===== src/rtl/modbus_rtu_slave_register_file_macros.svh =====
// Assertion helpers, compiled out for synthesis.
`ifndef MODBUS_RTU_SLAVE_REGISTER_FILE_MACROS_SVH
`define MODBUS_RTU_SLAVE_REGISTER_FILE_MACROS_SVH
`ifndef SYNTHESIS
`define MRS_ASSERT_IMP(label, clk, rst_n, ante, cons) \
  label: assert property (@(posedge clk) disable iff (!rst_n) (ante) |-> (cons)) \
    else $error("assertion failed");
`define MRS_ASSERT_NXT(label, clk, rst_n, ante, cons) \
  label: assert property (@(posedge clk) disable iff (!rst_n) (ante) |=> (cons)) \
    else $error("assertion failed");
`else
`define MRS_ASSERT_IMP(label, clk, rst_n, ante, cons)
`define MRS_ASSERT_NXT(label, clk, rst_n, ante, cons)
`endif
`endif


===== src/rtl/mrs_pkg.sv =====
package mrs_pkg;

  localparam int NUM_REGS_DEF  = 64;
  localparam int MAX_BURST_DEF = 16;

  localparam logic [7:0]  FC_READ_HOLD  = 8'h03;
  localparam logic [7:0]  FC_WRITE_ONE  = 8'h06;
  localparam logic [7:0]  FC_WRITE_MANY = 8'h10;
  localparam logic [15:0] CRC_INIT      = 16'hFFFF;
  localparam logic [15:0] CRC_POLY      = 16'hA001;
  localparam logic [7:0]  ADDR_RESET    = 8'h01;

  typedef enum logic [1:0] {
    CMD_RX  = 2'd0,
    CMD_GAP = 2'd1,
    CMD_WR  = 2'd2,
    CMD_RD  = 2'd3
  } cmd_t;

  typedef struct packed {
    logic       start;
    logic       seed;
    logic [7:0] data;
  } crc_req_t;

  typedef struct packed {
    logic        busy;
    logic [15:0] crc;
  } crc_sts_t;

endpackage


===== src/rtl/mrs_ram.sv =====
module mrs_ram #(
  parameter int W     = 8,
  parameter int DEPTH = 64,
  parameter int AW    = (DEPTH > 1) ? $clog2(DEPTH) : 1
) (
  input  logic          clk,
  input  logic          we,
  input  logic [AW-1:0] waddr,
  input  logic [W-1:0]  wdata,
  input  logic [AW-1:0] raddr,
  output logic [W-1:0]  rdata
);

  logic [W-1:0] mem [DEPTH];
  logic [W-1:0] rdata_r;

  always_ff @(posedge clk) begin
    if (we) begin
      mem[waddr] <= wdata;
    end
    rdata_r <= mem[raddr];
  end

  assign rdata = rdata_r;

endmodule


===== src/rtl/mrs_crc.sv =====
module mrs_crc (
  input  logic              clk,
  input  logic              rst_n,
  input  mrs_pkg::crc_req_t req,
  output mrs_pkg::crc_sts_t sts
);
  import mrs_pkg::*;

  logic [15:0] crc_r, crc_nxt;
  logic [2:0]  cnt_r, cnt_nxt;
  logic        busy_r, busy_nxt;

  // one bit of the reflected CRC per cycle, byte xor folded in at start
  always_comb begin
    crc_nxt  = crc_r;
    cnt_nxt  = cnt_r;
    busy_nxt = busy_r;
    if (req.start) begin
      crc_nxt  = (req.seed ? CRC_INIT : crc_r) ^ {8'h00, req.data};
      cnt_nxt  = '0;
      busy_nxt = 1'b1;
    end else if (busy_r) begin
      crc_nxt = crc_r[0] ? ((crc_r >> 1) ^ CRC_POLY) : (crc_r >> 1);
      cnt_nxt = cnt_r + 3'd1;
      if (cnt_r == 3'd7) begin
        busy_nxt = 1'b0;
      end
    end
  end

  always_ff @(posedge clk) begin
    if (!rst_n) begin
      busy_r <= 1'b0;
      cnt_r  <= '0;
      crc_r  <= CRC_INIT;
    end else begin
      busy_r <= busy_nxt;
      cnt_r  <= cnt_nxt;
      crc_r  <= crc_nxt;
    end
  end

  assign sts.busy = busy_r;
  assign sts.crc  = crc_r;

endmodule


===== src/rtl/modbus_rtu_slave_register_file.sv =====
// channel | signals                                      | direction
// in      | in_valid/in_ready, cmd rx_byte reg_index reg_data | into block
// out     | out_valid/out_ready, tx_byte tx_last crc_error ... | out of block
// cfg     | psel penable pwrite paddr pwdata prdata pready   | APB slave
//
// A received byte is accepted in S_IDLE, waits in S_RXCRC on the bit-serial
// CRC unit and is judged in S_DECIDE. A reply byte after one that fed the CRC
// unit waits until it is idle; reads add S_TXRD, FC16 words pass S_W16A/B/C.
// After reset a clearing pass (S_CLEAR) zeroes the register file.
// A full output register stalls the sequencer; in_ready is low while busy.
`include "modbus_rtu_slave_register_file_macros.svh"
module modbus_rtu_slave_register_file #(
  parameter int NUM_REGS  = mrs_pkg::NUM_REGS_DEF,
  parameter int MAX_BURST = mrs_pkg::MAX_BURST_DEF
) (
  input  logic        clk,
  input  logic        rst_n,
  input  logic        in_valid,
  output logic        in_ready,
  input  logic [1:0]  in_cmd,
  input  logic [7:0]  in_rx_byte,
  input  logic [5:0]  in_reg_index,
  input  logic [15:0] in_reg_data,
  output logic        out_valid,
  input  logic        out_ready,
  output logic [7:0]  out_tx_byte,
  output logic        out_tx_last,
  output logic        out_crc_error,
  output logic        out_is_local_read,
  output logic [15:0] out_local_read_data,
  input  logic        psel,
  input  logic        penable,
  input  logic        pwrite,
  input  logic [2:0]  paddr,
  input  logic [31:0] pwdata,
  output logic [31:0] prdata,
  output logic        pready
);
  import mrs_pkg::*;

  localparam int FRAME_MAX = 9 + 2 * MAX_BURST;
  localparam int REPLY_MAX = 5 + 2 * MAX_BURST;
  localparam int RAW = (NUM_REGS > 1) ? $clog2(NUM_REGS) : 1;
  localparam int FAW = $clog2(FRAME_MAX);
  localparam int CW  = $clog2(FRAME_MAX + 1);
  localparam int TW  = $clog2(REPLY_MAX + 1);
  localparam int NW  = $clog2(MAX_BURST + 1);

  typedef enum logic [11:0] {
    S_CLEAR  = 12'b000000000001,
    S_IDLE   = 12'b000000000010,
    S_RXCRC  = 12'b000000000100,
    S_DECIDE = 12'b000000001000,
    S_LRD    = 12'b000000010000,
    S_ERR    = 12'b000000100000,
    S_W16A   = 12'b000001000000,
    S_W16B   = 12'b000010000000,
    S_W16C   = 12'b000100000000,
    S_TXGET  = 12'b001000000000,
    S_TXRD   = 12'b010000000000,
    S_TXOUT  = 12'b100000000000
  } state_t;

  state_t state_r, state_nxt;

  logic [7:0]     addr_r;
  logic [CW-1:0]  count_r, count_nxt;
  logic [7:0]     hdr_r [6];
  logic [7:0]     hdr_nxt [6];
  logic [7:0]     last_r, last_nxt, prev_r, prev_nxt;
  logic [15:0]    crc_d1_r, crc_d1_nxt, crc_d2_r, crc_d2_nxt;
  logic [RAW-1:0] clr_r, clr_nxt, rptr_r, rptr_nxt, wptr_r, wptr_nxt;
  logic [FAW-1:0] fptr_r, fptr_nxt;
  logic [NW-1:0]  wcnt_r, wcnt_nxt;
  logic [TW-1:0]  idx_r, idx_nxt, len_r, len_nxt;
  logic [7:0]     hi_r, hi_nxt;
  logic [15:0]    word_r, word_nxt;
  logic           lr_ok_r, lr_ok_nxt;

  logic        out_valid_r, out_valid_nxt;
  logic [7:0]  out_byte_r, out_byte_nxt;
  logic        out_last_r, out_last_nxt, out_err_r, out_err_nxt;
  logic        out_loc_r, out_loc_nxt;
  logic [15:0] out_data_r, out_data_nxt;

  logic           rf_we;
  logic [RAW-1:0] rf_waddr, rf_raddr;
  logic [15:0]    rf_wdata, rf_rdata;
  logic           fb_we;
  logic [FAW-1:0] fb_waddr;
  logic [7:0]     fb_rdata;

  crc_req_t crc_req;
  crc_sts_t crc_sts;

  logic [15:0] start_w, n_w;
  logic [16:0] end_w, fc16_len_w;
  logic [7:0]  fc_w, tx_sel;
  logic        crc_good, slot_free, serve, tx_last_w;

  mrs_ram #(.W(16), .DEPTH(NUM_REGS), .AW(RAW)) u_regs (
    .clk(clk), .we(rf_we), .waddr(rf_waddr), .wdata(rf_wdata),
    .raddr(rf_raddr), .rdata(rf_rdata)
  );

  mrs_ram #(.W(8), .DEPTH(FRAME_MAX), .AW(FAW)) u_frame (
    .clk(clk), .we(fb_we), .waddr(fb_waddr), .wdata(in_rx_byte),
    .raddr(fptr_r), .rdata(fb_rdata)
  );

  mrs_crc u_crc (.clk(clk), .rst_n(rst_n), .req(crc_req), .sts(crc_sts));

  assign pready = 1'b1;
  assign prdata = paddr[2] ? 32'h0 : {24'h0, addr_r};

  always_ff @(posedge clk) begin
    if (!rst_n) begin
      addr_r <= ADDR_RESET;
    end else if (psel && penable && pwrite && !paddr[2]) begin
      addr_r <= pwdata[7:0];
    end
  end

  assign start_w    = {hdr_r[2], hdr_r[3]};
  assign n_w        = {hdr_r[4], hdr_r[5]};
  assign fc_w       = hdr_r[1];
  assign end_w      = {1'b0, start_w} + {1'b0, n_w};
  assign fc16_len_w = {n_w, 1'b0} + 17'd9;
  assign crc_good   = (crc_d2_r[7:0] == prev_r) && (crc_d2_r[15:8] == last_r);
  assign slot_free  = !out_valid_r || out_ready;
  assign tx_last_w  = (idx_r == len_r + TW'(1));
  assign in_ready   = (state_r == S_IDLE);
  assign rf_raddr   = (state_r == S_IDLE) ? RAW'(in_reg_index) : rptr_r;
  assign fb_waddr   = count_r[FAW-1:0];

  always_comb begin
    tx_sel = 8'h00;
    if (idx_r == TW'(0)) begin
      tx_sel = addr_r;
    end else if (idx_r == TW'(1)) begin
      tx_sel = fc_w;
    end else if (idx_r == len_r) begin
      tx_sel = crc_sts.crc[7:0];
    end else if (tx_last_w) begin
      tx_sel = crc_sts.crc[15:8];
    end else if (fc_w == FC_READ_HOLD) begin
      if (idx_r == TW'(2)) begin
        tx_sel = {n_w[6:0], 1'b0};
      end else begin
        tx_sel = idx_r[0] ? word_r[15:8] : word_r[7:0];
      end
    end else begin
      case (idx_r)
        TW'(2):  tx_sel = hdr_r[2];
        TW'(3):  tx_sel = hdr_r[3];
        TW'(4):  tx_sel = hdr_r[4];
        TW'(5):  tx_sel = hdr_r[5];
        default: tx_sel = 8'h00;
      endcase
    end
  end

  always_comb begin
    state_nxt  = state_r;
    count_nxt  = count_r;
    hdr_nxt    = hdr_r;
    last_nxt   = last_r;
    prev_nxt   = prev_r;
    crc_d1_nxt = crc_d1_r;
    crc_d2_nxt = crc_d2_r;
    clr_nxt    = clr_r;
    rptr_nxt   = rptr_r;
    wptr_nxt   = wptr_r;
    fptr_nxt   = fptr_r;
    wcnt_nxt   = wcnt_r;
    idx_nxt    = idx_r;
    len_nxt    = len_r;
    hi_nxt     = hi_r;
    word_nxt   = word_r;
    lr_ok_nxt  = lr_ok_r;
    rf_we      = 1'b0;
    rf_waddr   = wptr_r;
    rf_wdata   = 16'h0;
    fb_we      = 1'b0;
    crc_req    = '0;
    serve      = 1'b0;
    out_valid_nxt = out_valid_r && !out_ready;
    out_byte_nxt  = out_byte_r;
    out_last_nxt  = out_last_r;
    out_err_nxt   = out_err_r;
    out_loc_nxt   = out_loc_r;
    out_data_nxt  = out_data_r;

    case (state_r)
      S_CLEAR: begin
        rf_we    = 1'b1;
        rf_waddr = clr_r;
        clr_nxt  = clr_r + RAW'(1);
        if (clr_r == RAW'(NUM_REGS - 1)) begin
          state_nxt = S_IDLE;
        end
      end
      S_IDLE: begin
        if (in_valid) begin
          case (in_cmd)
            CMD_GAP: count_nxt = '0;
            CMD_WR: begin
              if (int'(in_reg_index) < NUM_REGS) begin
                rf_we    = 1'b1;
                rf_waddr = RAW'(in_reg_index);
                rf_wdata = in_reg_data;
              end
            end
            CMD_RD: begin
              rptr_nxt  = RAW'(in_reg_index);
              lr_ok_nxt = int'(in_reg_index) < NUM_REGS;
              state_nxt = S_LRD;
            end
            CMD_RX: begin
              if (int'(count_r) < FRAME_MAX) begin
                fb_we         = 1'b1;
                crc_req.start = 1'b1;
                crc_req.seed  = (count_r == '0);
                crc_req.data  = in_rx_byte;
                crc_d2_nxt    = crc_d1_r;
                crc_d1_nxt    = (count_r == '0) ? CRC_INIT : crc_sts.crc;
                prev_nxt      = last_r;
                last_nxt      = in_rx_byte;
                if (count_r < CW'(6)) begin
                  hdr_nxt[count_r[2:0]] = in_rx_byte;
                end
                count_nxt = count_r + CW'(1);
                state_nxt = S_RXCRC;
              end
            end
            default: ;
          endcase
        end
      end
      S_RXCRC: begin
        if (!crc_sts.busy) begin
          state_nxt = S_DECIDE;
        end
      end
      S_DECIDE: begin
        state_nxt = S_IDLE;
        if (count_r >= CW'(2) && hdr_r[0] == addr_r) begin
          if (fc_w == FC_READ_HOLD || fc_w == FC_WRITE_ONE) begin
            if (count_r == CW'(8)) begin
              count_nxt = '0;
              serve     = 1'b1;
            end
          end else if (fc_w == FC_WRITE_MANY) begin
            if (count_r >= CW'(6)) begin
              if (n_w == 16'h0 || int'(n_w) > MAX_BURST) begin
                count_nxt = '0;
              end else if (17'(count_r) == fc16_len_w) begin
                count_nxt = '0;
                serve     = 1'b1;
              end
            end
          end else if (count_r >= CW'(8)) begin
            count_nxt = '0;
          end
        end
        idx_nxt  = '0;
        len_nxt  = TW'(6);
        rptr_nxt = RAW'(start_w);
        wptr_nxt = RAW'(start_w);
        fptr_nxt = FAW'(7);
        wcnt_nxt = NW'(n_w);
        if (serve) begin
          if (!crc_good) begin
            state_nxt = S_ERR;
          end else if (fc_w == FC_READ_HOLD) begin
            len_nxt = TW'(3) + {n_w[TW-2:0], 1'b0};
            if (n_w != 16'h0 && int'(n_w) <= MAX_BURST && int'(end_w) <= NUM_REGS) begin
              state_nxt = S_TXGET;
            end
          end else if (fc_w == FC_WRITE_ONE) begin
            if (int'(start_w) < NUM_REGS) begin
              rf_we     = 1'b1;
              rf_waddr  = RAW'(start_w);
              rf_wdata  = n_w;
              state_nxt = S_TXGET;
            end
          end else begin
            if (int'(end_w) <= NUM_REGS) begin
              state_nxt = S_W16A;
            end
          end
        end
      end
      S_ERR: begin
        if (slot_free) begin
          out_valid_nxt = 1'b1;
          out_byte_nxt  = 8'h00;
          out_last_nxt  = 1'b1;
          out_err_nxt   = 1'b1;
          out_loc_nxt   = 1'b0;
          out_data_nxt  = 16'h0;
          state_nxt     = S_IDLE;
        end
      end
      S_LRD: begin
        if (slot_free) begin
          out_valid_nxt = 1'b1;
          out_byte_nxt  = 8'h00;
          out_last_nxt  = 1'b1;
          out_err_nxt   = 1'b0;
          out_loc_nxt   = 1'b1;
          out_data_nxt  = lr_ok_r ? rf_rdata : 16'h0;
          state_nxt     = S_IDLE;
        end
      end
      S_W16A: begin
        fptr_nxt  = fptr_r + FAW'(1);
        state_nxt = S_W16B;
      end
      S_W16B: begin
        hi_nxt    = fb_rdata;
        fptr_nxt  = fptr_r + FAW'(1);
        state_nxt = S_W16C;
      end
      S_W16C: begin
        rf_we     = 1'b1;
        rf_waddr  = wptr_r;
        rf_wdata  = {hi_r, fb_rdata};
        wptr_nxt  = wptr_r + RAW'(1);
        wcnt_nxt  = wcnt_r - NW'(1);
        state_nxt = (wcnt_r == NW'(1)) ? S_TXGET : S_W16A;
      end
      S_TXGET: begin
        // fetch a register word before its high byte goes out
        if (fc_w == FC_READ_HOLD && idx_r >= TW'(3) && idx_r < len_r && idx_r[0]) begin
          rptr_nxt  = rptr_r + RAW'(1);
          state_nxt = S_TXRD;
        end else begin
          state_nxt = S_TXOUT;
        end
      end
      S_TXRD: begin
        word_nxt  = rf_rdata;
        state_nxt = S_TXOUT;
      end
      S_TXOUT: begin
        if (slot_free && !crc_sts.busy) begin
          out_valid_nxt = 1'b1;
          out_byte_nxt  = tx_sel;
          out_last_nxt  = tx_last_w;
          out_err_nxt   = 1'b0;
          out_loc_nxt   = 1'b0;
          out_data_nxt  = 16'h0;
          if (idx_r < len_r) begin
            crc_req.start = 1'b1;
            crc_req.seed  = (idx_r == TW'(0));
            crc_req.data  = tx_sel;
          end
          idx_nxt   = idx_r + TW'(1);
          state_nxt = tx_last_w ? S_IDLE : S_TXGET;
        end
      end
      default: state_nxt = S_IDLE;
    endcase
  end

  always_ff @(posedge clk) begin
    if (!rst_n) begin
      state_r     <= S_CLEAR;
      count_r     <= '0;
      clr_r       <= '0;
      out_valid_r <= 1'b0;
    end else begin
      state_r     <= state_nxt;
      count_r     <= count_nxt;
      clr_r       <= clr_nxt;
      out_valid_r <= out_valid_nxt;
    end
  end

  always_ff @(posedge clk) begin
    hdr_r      <= hdr_nxt;
    last_r     <= last_nxt;
    prev_r     <= prev_nxt;
    crc_d1_r   <= crc_d1_nxt;
    crc_d2_r   <= crc_d2_nxt;
    rptr_r     <= rptr_nxt;
    wptr_r     <= wptr_nxt;
    fptr_r     <= fptr_nxt;
    wcnt_r     <= wcnt_nxt;
    idx_r      <= idx_nxt;
    len_r      <= len_nxt;
    hi_r       <= hi_nxt;
    word_r     <= word_nxt;
    lr_ok_r    <= lr_ok_nxt;
    out_byte_r <= out_byte_nxt;
    out_last_r <= out_last_nxt;
    out_err_r  <= out_err_nxt;
    out_loc_r  <= out_loc_nxt;
    out_data_r <= out_data_nxt;
  end

  assign out_valid           = out_valid_r;
  assign out_tx_byte         = out_byte_r;
  assign out_tx_last         = out_last_r;
  assign out_crc_error       = out_err_r;
  assign out_is_local_read   = out_loc_r;
  assign out_local_read_data = out_data_r;

  `MRS_ASSERT_IMP(a_crc_no_restart, clk, rst_n, crc_req.start, !crc_sts.busy)
  `MRS_ASSERT_IMP(a_clear_zero, clk, rst_n, state_r == S_CLEAR, rf_we && rf_wdata == 16'h0)
  `MRS_ASSERT_IMP(a_err_frame_reset, clk, rst_n, state_r == S_ERR, count_r == '0)
  `MRS_ASSERT_IMP(a_idx_bound, clk, rst_n, state_r == S_TXOUT, idx_r <= len_r + TW'(1))

endmodule


===== config.mk =====
export PLATFORM = sky130hd
export DESIGN_NAME = modbus_rtu_slave_register_file
export DESIGN_NICKNAME = d
export VERILOG_FILES = /design/src/rtl/mrs_pkg.sv /design/src/rtl/mrs_ram.sv /design/src/rtl/mrs_crc.sv /design/src/rtl/modbus_rtu_slave_register_file.sv
export VERILOG_INCLUDE_DIRS = /design/src /design/src/rtl
export SDC_FILE = /design/constraint.sdc
export NUM_CORES = 2
export LEC_CHECK = 0
export ABC_CLOCK_PERIOD_IN_PS = 5500
export BUFFER_PORTS_ARGS = -buffer_cell sky130_fd_sc_hd__buf_2
export CAP_MARGIN = 15
export CORE_MARGIN = 8
export CORE_UTILIZATION = 45
export DETAILED_ROUTE_END_ITERATION = 7
export HOLD_SLACK_MARGIN = 0.1
export PLACE_DENSITY = 0.69
export SYNTH_ARGS = -nofsm -noshare
export SYNTH_HDL_FRONTEND = slang
export SYNTH_SLANG_ARGS = --single-unit

===== constraint.sdc =====
create_clock -name clk -period 5.5 [get_ports clk]
set_clock_uncertainty 0.2 [all_clocks]
set_input_delay 0.275 -clock clk [delete_from_list [all_inputs] [get_ports clk]]
set_output_delay 0.275 -clock clk [all_outputs]
set_load 0.05 [all_outputs]

Word-level counts from Yosys, hierarchy flattened
Memories as Yosys holds them, arrays and structs flattened. A register that Yosys moved wholly into a read port is not among the register bits. Cells that the tools add are included.

$add $sub $neg: 12. Multiply operators: 0. Divide/modulo/power cells: 0. Magnitude comparators: 13. Eq/ne operators: 50. Shift operators: 0. Muxes and demuxes: 122. Bitwise operators: 4. Reduce and logical (&&, ||, !) cells: 46.

Operator list (number): two-way mux 16 bit (14); two-way mux 12 bit (11); two-way mux 6 bit (22); one-hot mux 12 bit (11 select lines) (1); one-hot mux 16 bit (3 select lines) (2); two-way mux 10 bit (9); two-way mux 8 bit (11); one-hot mux 6 bit (2 select lines) (5); bitwise mux 48 bit (1); adder 6 x 1 -> 6 bit, second input constant (7); one-hot mux 6 bit (3 select lines) (2); two-way mux 1 bit (32); one-hot mux 8 bit (4 select lines) (1); demux 8 bit (select 3 bit) (1); equality test 8 bit (3); one-hot mux 12 bit (2 select lines) (1); one-hot mux 10 bit (2 select lines) (1); adder 16 x 16 -> 17 bit (1); adder 17 x 4 -> 17 bit, second input constant (1); equality test 6 x 17 -> 1 bit (1); less-or-equal comparator 17 x 7 -> 1 bit, second input constant (1); greater-than comparator 16 x 5 -> 1 bit, second input constant (1); less-or-equal comparator 16 x 5 -> 1 bit, second input constant (1); logical NOT 16 bit (1); 67 further kinds (116).

Register bits: 235. Bits in latches: 0. Bits in writable memories: 1352. Bits in read-only memories: 0. Output and inout port bits: 62. Logic and storage cells: 280. Memories kept: 2.

Memories: u_regs.mem (depth 64, bits a word 16, rd ports 1, clocked after Yosys merged registers in 1, write ports 1, line mrs_ram.sv:14) `logic [W-1:0] mem [DEPTH];`; u_frame.mem (depth 41, bits a word 8, rd ports 1, clocked after Yosys merged registers in 1, write ports 1, line mrs_ram.sv:14).

Longest topological paths before layout
Word-level depth: 13. Gate-level depth with buffers: 13. Depth with buffers taken out: 11.

Modules after synthesis
From an unflattened synthesis, not the netlist that was laid out.

Cell total of the unflattened synthesis: 3779. Area, all modules: 66157.2 um^2.

By module, submodules not included: mrs_ram (u_regs) (times used 1, cells an instance 1820, area each 39978.3 um^2, sequential area each 31069.8 um^2); mrs_ram (u_frame) (times used 1, cells an instance 722, area each 13429.1 um^2, sequential area each 10009.6 um^2); modbus_rtu_slave_register_file (times used 1, cells an instance 1122, area each 11772.5 um^2, sequential area each 6125.9 um^2); mrs_crc (times used 1, cells an instance 115, area each 977.2 um^2, sequential area each 400.4 um^2).

Worst setup path before layout
Ideal clock, no wire load.

Path kind: reg2reg. Start point: register hdr_r[2] (netlist bit). End point: memory u_regs.mem[60][0], enable pin. Arrival: 4277 ps. Required time: 4870 ps. Path slack: 592 ps. Cell stages (with the launch flop): 14. Period minus slack after synthesis: 4908 ps. Path through: edfxtp_1 buf_2 inv_1 ha_1 xor2_1 nor4_1 nand4_1 nor4_1 a21o_1 a21boi_1 or2_1 clkbuf_1 buf_2 nor4_1.

Word-level cells in the longest chain between the ends: 13. Elaborated cells between the ends (all ways): 18. Those cells by class: add/sub: 1; order compare: 1; eq/ne: 1; mux: 13; reduce/logical: 2.

Ends and longest elaborated chain: start, declared (line modbus_rtu_slave_register_file.sv:68) `logic [7:0] hdr_r [6];`; start signal, assigned (line modbus_rtu_slave_register_file.sv:382) `hdr_r <= hdr_nxt;`; adder 17 x 4 -> 17 bit (line modbus_rtu_slave_register_file.sv:128) `assign fc16_len_w = {n_w, 1'b0} + 17'd9;`; equality test 6 x 17 -> 1 bit (line modbus_rtu_slave_register_file.sv:257) `end else if (17'(count_r) == fc16_len_w) begin`; two-way mux 1 bit (line modbus_rtu_slave_register_file.sv:257); two-way mux 1 bit * (line modbus_rtu_slave_register_file.sv:255) `if (n_w == 16'h0 || int'(n_w) > MAX_BURST) begin`; two-way mux 1 bit * (line modbus_rtu_slave_register_file.sv:254) `if (count_r >= CW'(6)) begin`; two-way mux 1 bit * (line modbus_rtu_slave_register_file.sv:253) `end else if (fc_w == FC_WRITE_MANY) begin`; two-way mux 1 bit * (line modbus_rtu_slave_register_file.sv:248) `if (fc_w == FC_READ_HOLD || fc_w == FC_WRITE_ONE) begin`; two-way mux 1 bit * (line modbus_rtu_slave_register_file.sv:247) `if (count_r >= CW'(2) && hdr_r[0] == addr_r) begin`; two-way mux 1 bit * (line modbus_rtu_slave_register_file.sv:194) `case (state_r)`; two-way mux 1 bit (line modbus_rtu_slave_register_file.sv:272) `if (serve) begin`; one-hot mux 1 bit (3 select lines) (line modbus_rtu_slave_register_file.sv:194); two-way mux 1 bit (line mrs_ram.sv:18) `if (we) begin`; two-way mux 1 bit (not written as such) (line mrs_ram.sv:19) `mem[waddr] <= wdata;`; end, declared (line mrs_ram.sv:14).

Mark *: on every way between the ends. The rest lies on a longest branch, timed or not. The select of a mux whose other input is x is not followed.

Worst setup path in the final report
Start point: register state_r[2]. End point: memory u_regs.mem[63][14], enable pin.

Word-level cells in the longest chain between the ends: 5. Elaborated cells between the ends (all ways): 9. Those cells by class: eq/ne: 4; mux: 4; reduce/logical: 1.

Ends and longest elaborated chain: start, declared (line modbus_rtu_slave_register_file.sv:64) `state_t state_r, state_nxt;`; start signal, assigned (line modbus_rtu_slave_register_file.sv:374) `state_r <= state_nxt;`; equality test 12 x 9 -> 1 bit or equality test 12 x 1 -> 1 bit (tied branches) (line modbus_rtu_slave_register_file.sv:194); OR reduction 2 bit (no source line); one-hot mux 1 bit (3 select lines) (line modbus_rtu_slave_register_file.sv:194); two-way mux 1 bit (line mrs_ram.sv:18); two-way mux 1 bit (not written as such) (line mrs_ram.sv:19).

Parallel ways exist; a longest one is shown, timed or not.

==> results.cfg <==
[timing]
setup-tns-final_ns = 0
fin_crit_sh_pct = 87.8
slew_headroom_pct = 23.6
finalHoldViolCount = 0
fmax_mhz = 207
slew_viol_final = 0
finalSetupViolCount = 0
worst_pin_slew_ns = 1.14
rsz0062_at_grt = no
fin_crit_ns = 4.83

[cts]
cts-root-buf = clkbuf_16
worstSkewPairLatency_ns = 0.81
postCtsSetupBuffers = 0
cts_sinks = 1611
clk_pin_slew_ns = 0.06
hold_buffers = 58
numCtsBuffers = 157
htreeDepth = 4
cts_tree = yes
cts-resized-gates = 0
clockBufferDepth = 3

[synthesis]
synth_area_leaders = edfxtp_1 (68%), a211oi_1 (3.7%), and3_1 (3.3%)
synth-edff-count = 1534
synth_top_area_share_pct = 67.6
async_reset_ff_share_pct = 0
synth_area_leader_cell = edfxtp_1
synth_ff_type = edfxtp_1
avgSynthCellArea_um2 = 14.4
seq_area_frac_synth_pct = 69.9
synth_area_um2 = 68100
synth-seq-cells = 1611
ys_types = 94
netlist_instances = 4733
yosys_warnings = 0

[global_routing]
grt_usage_pct = 21.9
grt_pass1_vias = 41200
grt_max_degree = 240
grt_antenna_before_repair = 6
grt_pass1_wl_um = 272000
globalRouteOverflowTotal = 0

[run]
drv_cap = 0

[floorplan]
initial_utilization_pct = 45.1
dieWidth_um = 405
ioPinCount = 136
die_area_um2 = 164000
fp.dieH_um = 405
core_um2 = 151000
placementRows = 143

[power_and_ir_drop]
powerDensity_nw_per_um2 = 329
leakage_nw = 27.0
irDropWorstVdd_uv = 270
pwr-share-clk_pct = 41.5
power.total_w = 0.0255
combPwrFrac_pct = 5.2
p_int_w = 0.0199
p_sw_w = 0.00567
power_frac_seq_pct = 53.3
p_sw_share_pct = 22.2

[placed_design]
port_buffers = 84
gp_congestion = 0.952
hpwl_um = 115000

[worst_setup_path]
slowest_stage = o2bb2ai_1
worstSetupPathType = register to register
cp_data_required_time_ns = 5.77
worstPathArrival_ns = 5.10
setup.worst_path.end_class = register
cp_cell_sequence = nor4_2 > and2_0 > nand2_1 > o2bb2ai_1 > nor2_1 > nor4b_2 > o22ai_2 > nor3_2 > buf_4
cp-start-kind = register
critical-path-max-stage-delay_ns = 0.92
timing.rr.start = state_r[2]
r2r_slack_ns = 0.67
path_max_fanout = 16
cp-startpoint = state_r[2]
worst_r2r_path_depth = 9

[cells_and_area]
fillers = 12200
synthToLayoutAreaGrowth_pct = 14.0
drive_gt1_share_pct = 14.8
fin_util_pct = 51.4
fin_nets = 5041

[worst_hold_path]
hp-start = in_reg_data[4]
hold_class = primary input to register
hold-path-cell-count = 3

[routing]
routed_wl_um = 186000
wire_per_inst_um = 26.3
ant_nets = 0
drc_errors = 0
via_per_inst = 6.20
drtPass1Iterations = 8
via_count = 43900
drt_iter0_drc = 5859

[run_status]
status = finished, final reports clean
-- layer usage --
layer,track usage (%),vias to the layer above,wire [µm]
li1,-,19000,-
met1,31.3,22100,75200
met4,8.60,0,7590
met3,3.83,383,18600
met2,33.7,2351,85100
met5,0,-,0
-- kinds of logic after synthesis --
family	Yosys count	share of synthesized area [%]
flip-flops	1611	69.9
AND/OR/NAND/NOR	1313	10.3
AO/OA/AOI/OAI	1120	11.5
buffers and inverters	419	2.65
multiplexers	141	3.83
XOR/XNOR	83	1.07
adder cells (fa/ha/maj)	44	0.819
other	2	0.0110
-- power by group through the flow --
| stage | combinational [W] | clock, W | sequential, W |
|---|---|---|---|
| after floorplan | 0.000651 | 0 | 0.0138 |
| after CTS | 0.00130 | 0.0107 | 0.0136 |
| after detailed placement | 0.00126 | 0 | 0.0139 |
| after global routing | 0.00138 | 0.0112 | 0.0136 |
| after global placement | 0.00125 | 0 | 0.0139 |
| final | 0.00133 | 0.0106 | 0.0136 |
-- cell type report --
type	count	area, µm²	area share, %
inverters	51	191	0.247
well taps	2030	2540	3.27
clock buffers	207	4240	5.46
flip-flops and latches	1611	47600	61.3
repair buffers	376	3040	3.92
diodes	2	5.00	0.00645
multi-input cells	2726	19200	24.7
clock inverters	76	833	1.07
-- stage by stage --
step,instance area [µm²],setup slack [ns],hold slack (ns),instances
after floorplan,68200,0.592,0.174,4756
after global placement,72000,0.848,0.203,6734
after detailed placement,72000,0.815,0.205,6734
after CTS,77600,0.756,0.123,7075
after global routing,77600,0.432,0.181,7078
final,77700,0.669,0.182,7079
-- cells in the final DEF, fill, tap and decap left out, drive strengths merged, types with 45 or more instances in the layout --
master,count
a211oi,338
inv,57
nand2,366
mux2i,45
o31ai,134
a21boi,138
clkinv,59
nand3,57
buf,318
mux4,96
dlygate4sd3,58
o21ai,60
dfxtp,77
nor4,82
a21oi,208
and3,364
edfxtp,1534
clkbuf,207
o22ai,76
nor2,169
nor3,64
xor2,49
-- sequential cells by signal, summed over array words and instances, names as in the netlist, 8 cells and up --
register and cells:
u_frame.mem 328, u_regs.rdata 16, out_local_read_data 16, hi_r 8
fc_w 8, u_frame.rdata 8, state_r 12, crc_d2_r 16
last_r 8, prev_r 8, out_tx_byte 8, hdr_r 40
crc_d1_r 16, addr_r 8, u_regs.mem 1024, u_crc.crc_r 16
word_r 16
-- worst paths after layout --
check                       endpoint
setup / recovery  u_regs.mem[63][14]
setup reg to reg  u_regs.mem[63][14]
hold / removal     u_regs.mem[18][4]
hold reg to reg          crc_d2_r[8]
-- cells in the mapped netlist, drive strengths merged, types with 10 or more instances --
| cell type | n |
|---|---|
| o21ai | 60 |
| a31oi | 36 |
| a21oi | 208 |
| clkbuf | 236 |
| nor2 | 169 |
| nand2b | 25 |
| nor2b | 23 |
| nor4 | 82 |
| a221o | 10 |
| nor3 | 64 |
| a222oi | 22 |
| a211oi | 338 |
| inv | 48 |
| xnor2 | 34 |
| nand4 | 37 |
| nor3b | 12 |
| and2 | 33 |
| mux4 | 96 |
| o22ai | 76 |
| nand3 | 57 |
| o31ai | 134 |
| buf | 132 |
| xor2 | 49 |
| and3 | 364 |
| edfxtp | 1534 |
| dfxtp | 77 |
| o211ai | 18 |
| ha | 43 |
| or3 | 23 |
| mux2i | 45 |
| a21boi | 138 |
| nand2 | 366 |
| a22oi | 10 |
-- critical path, delay by kind of cell, from the launching register on --
kind	cells	cell delay (ns)
flops	1	0.37
simple gates	6	2.28
buf+inv	1	0.34
compound gates	2	1.29
No activity file was read; power rests on OpenSTA's default activity.
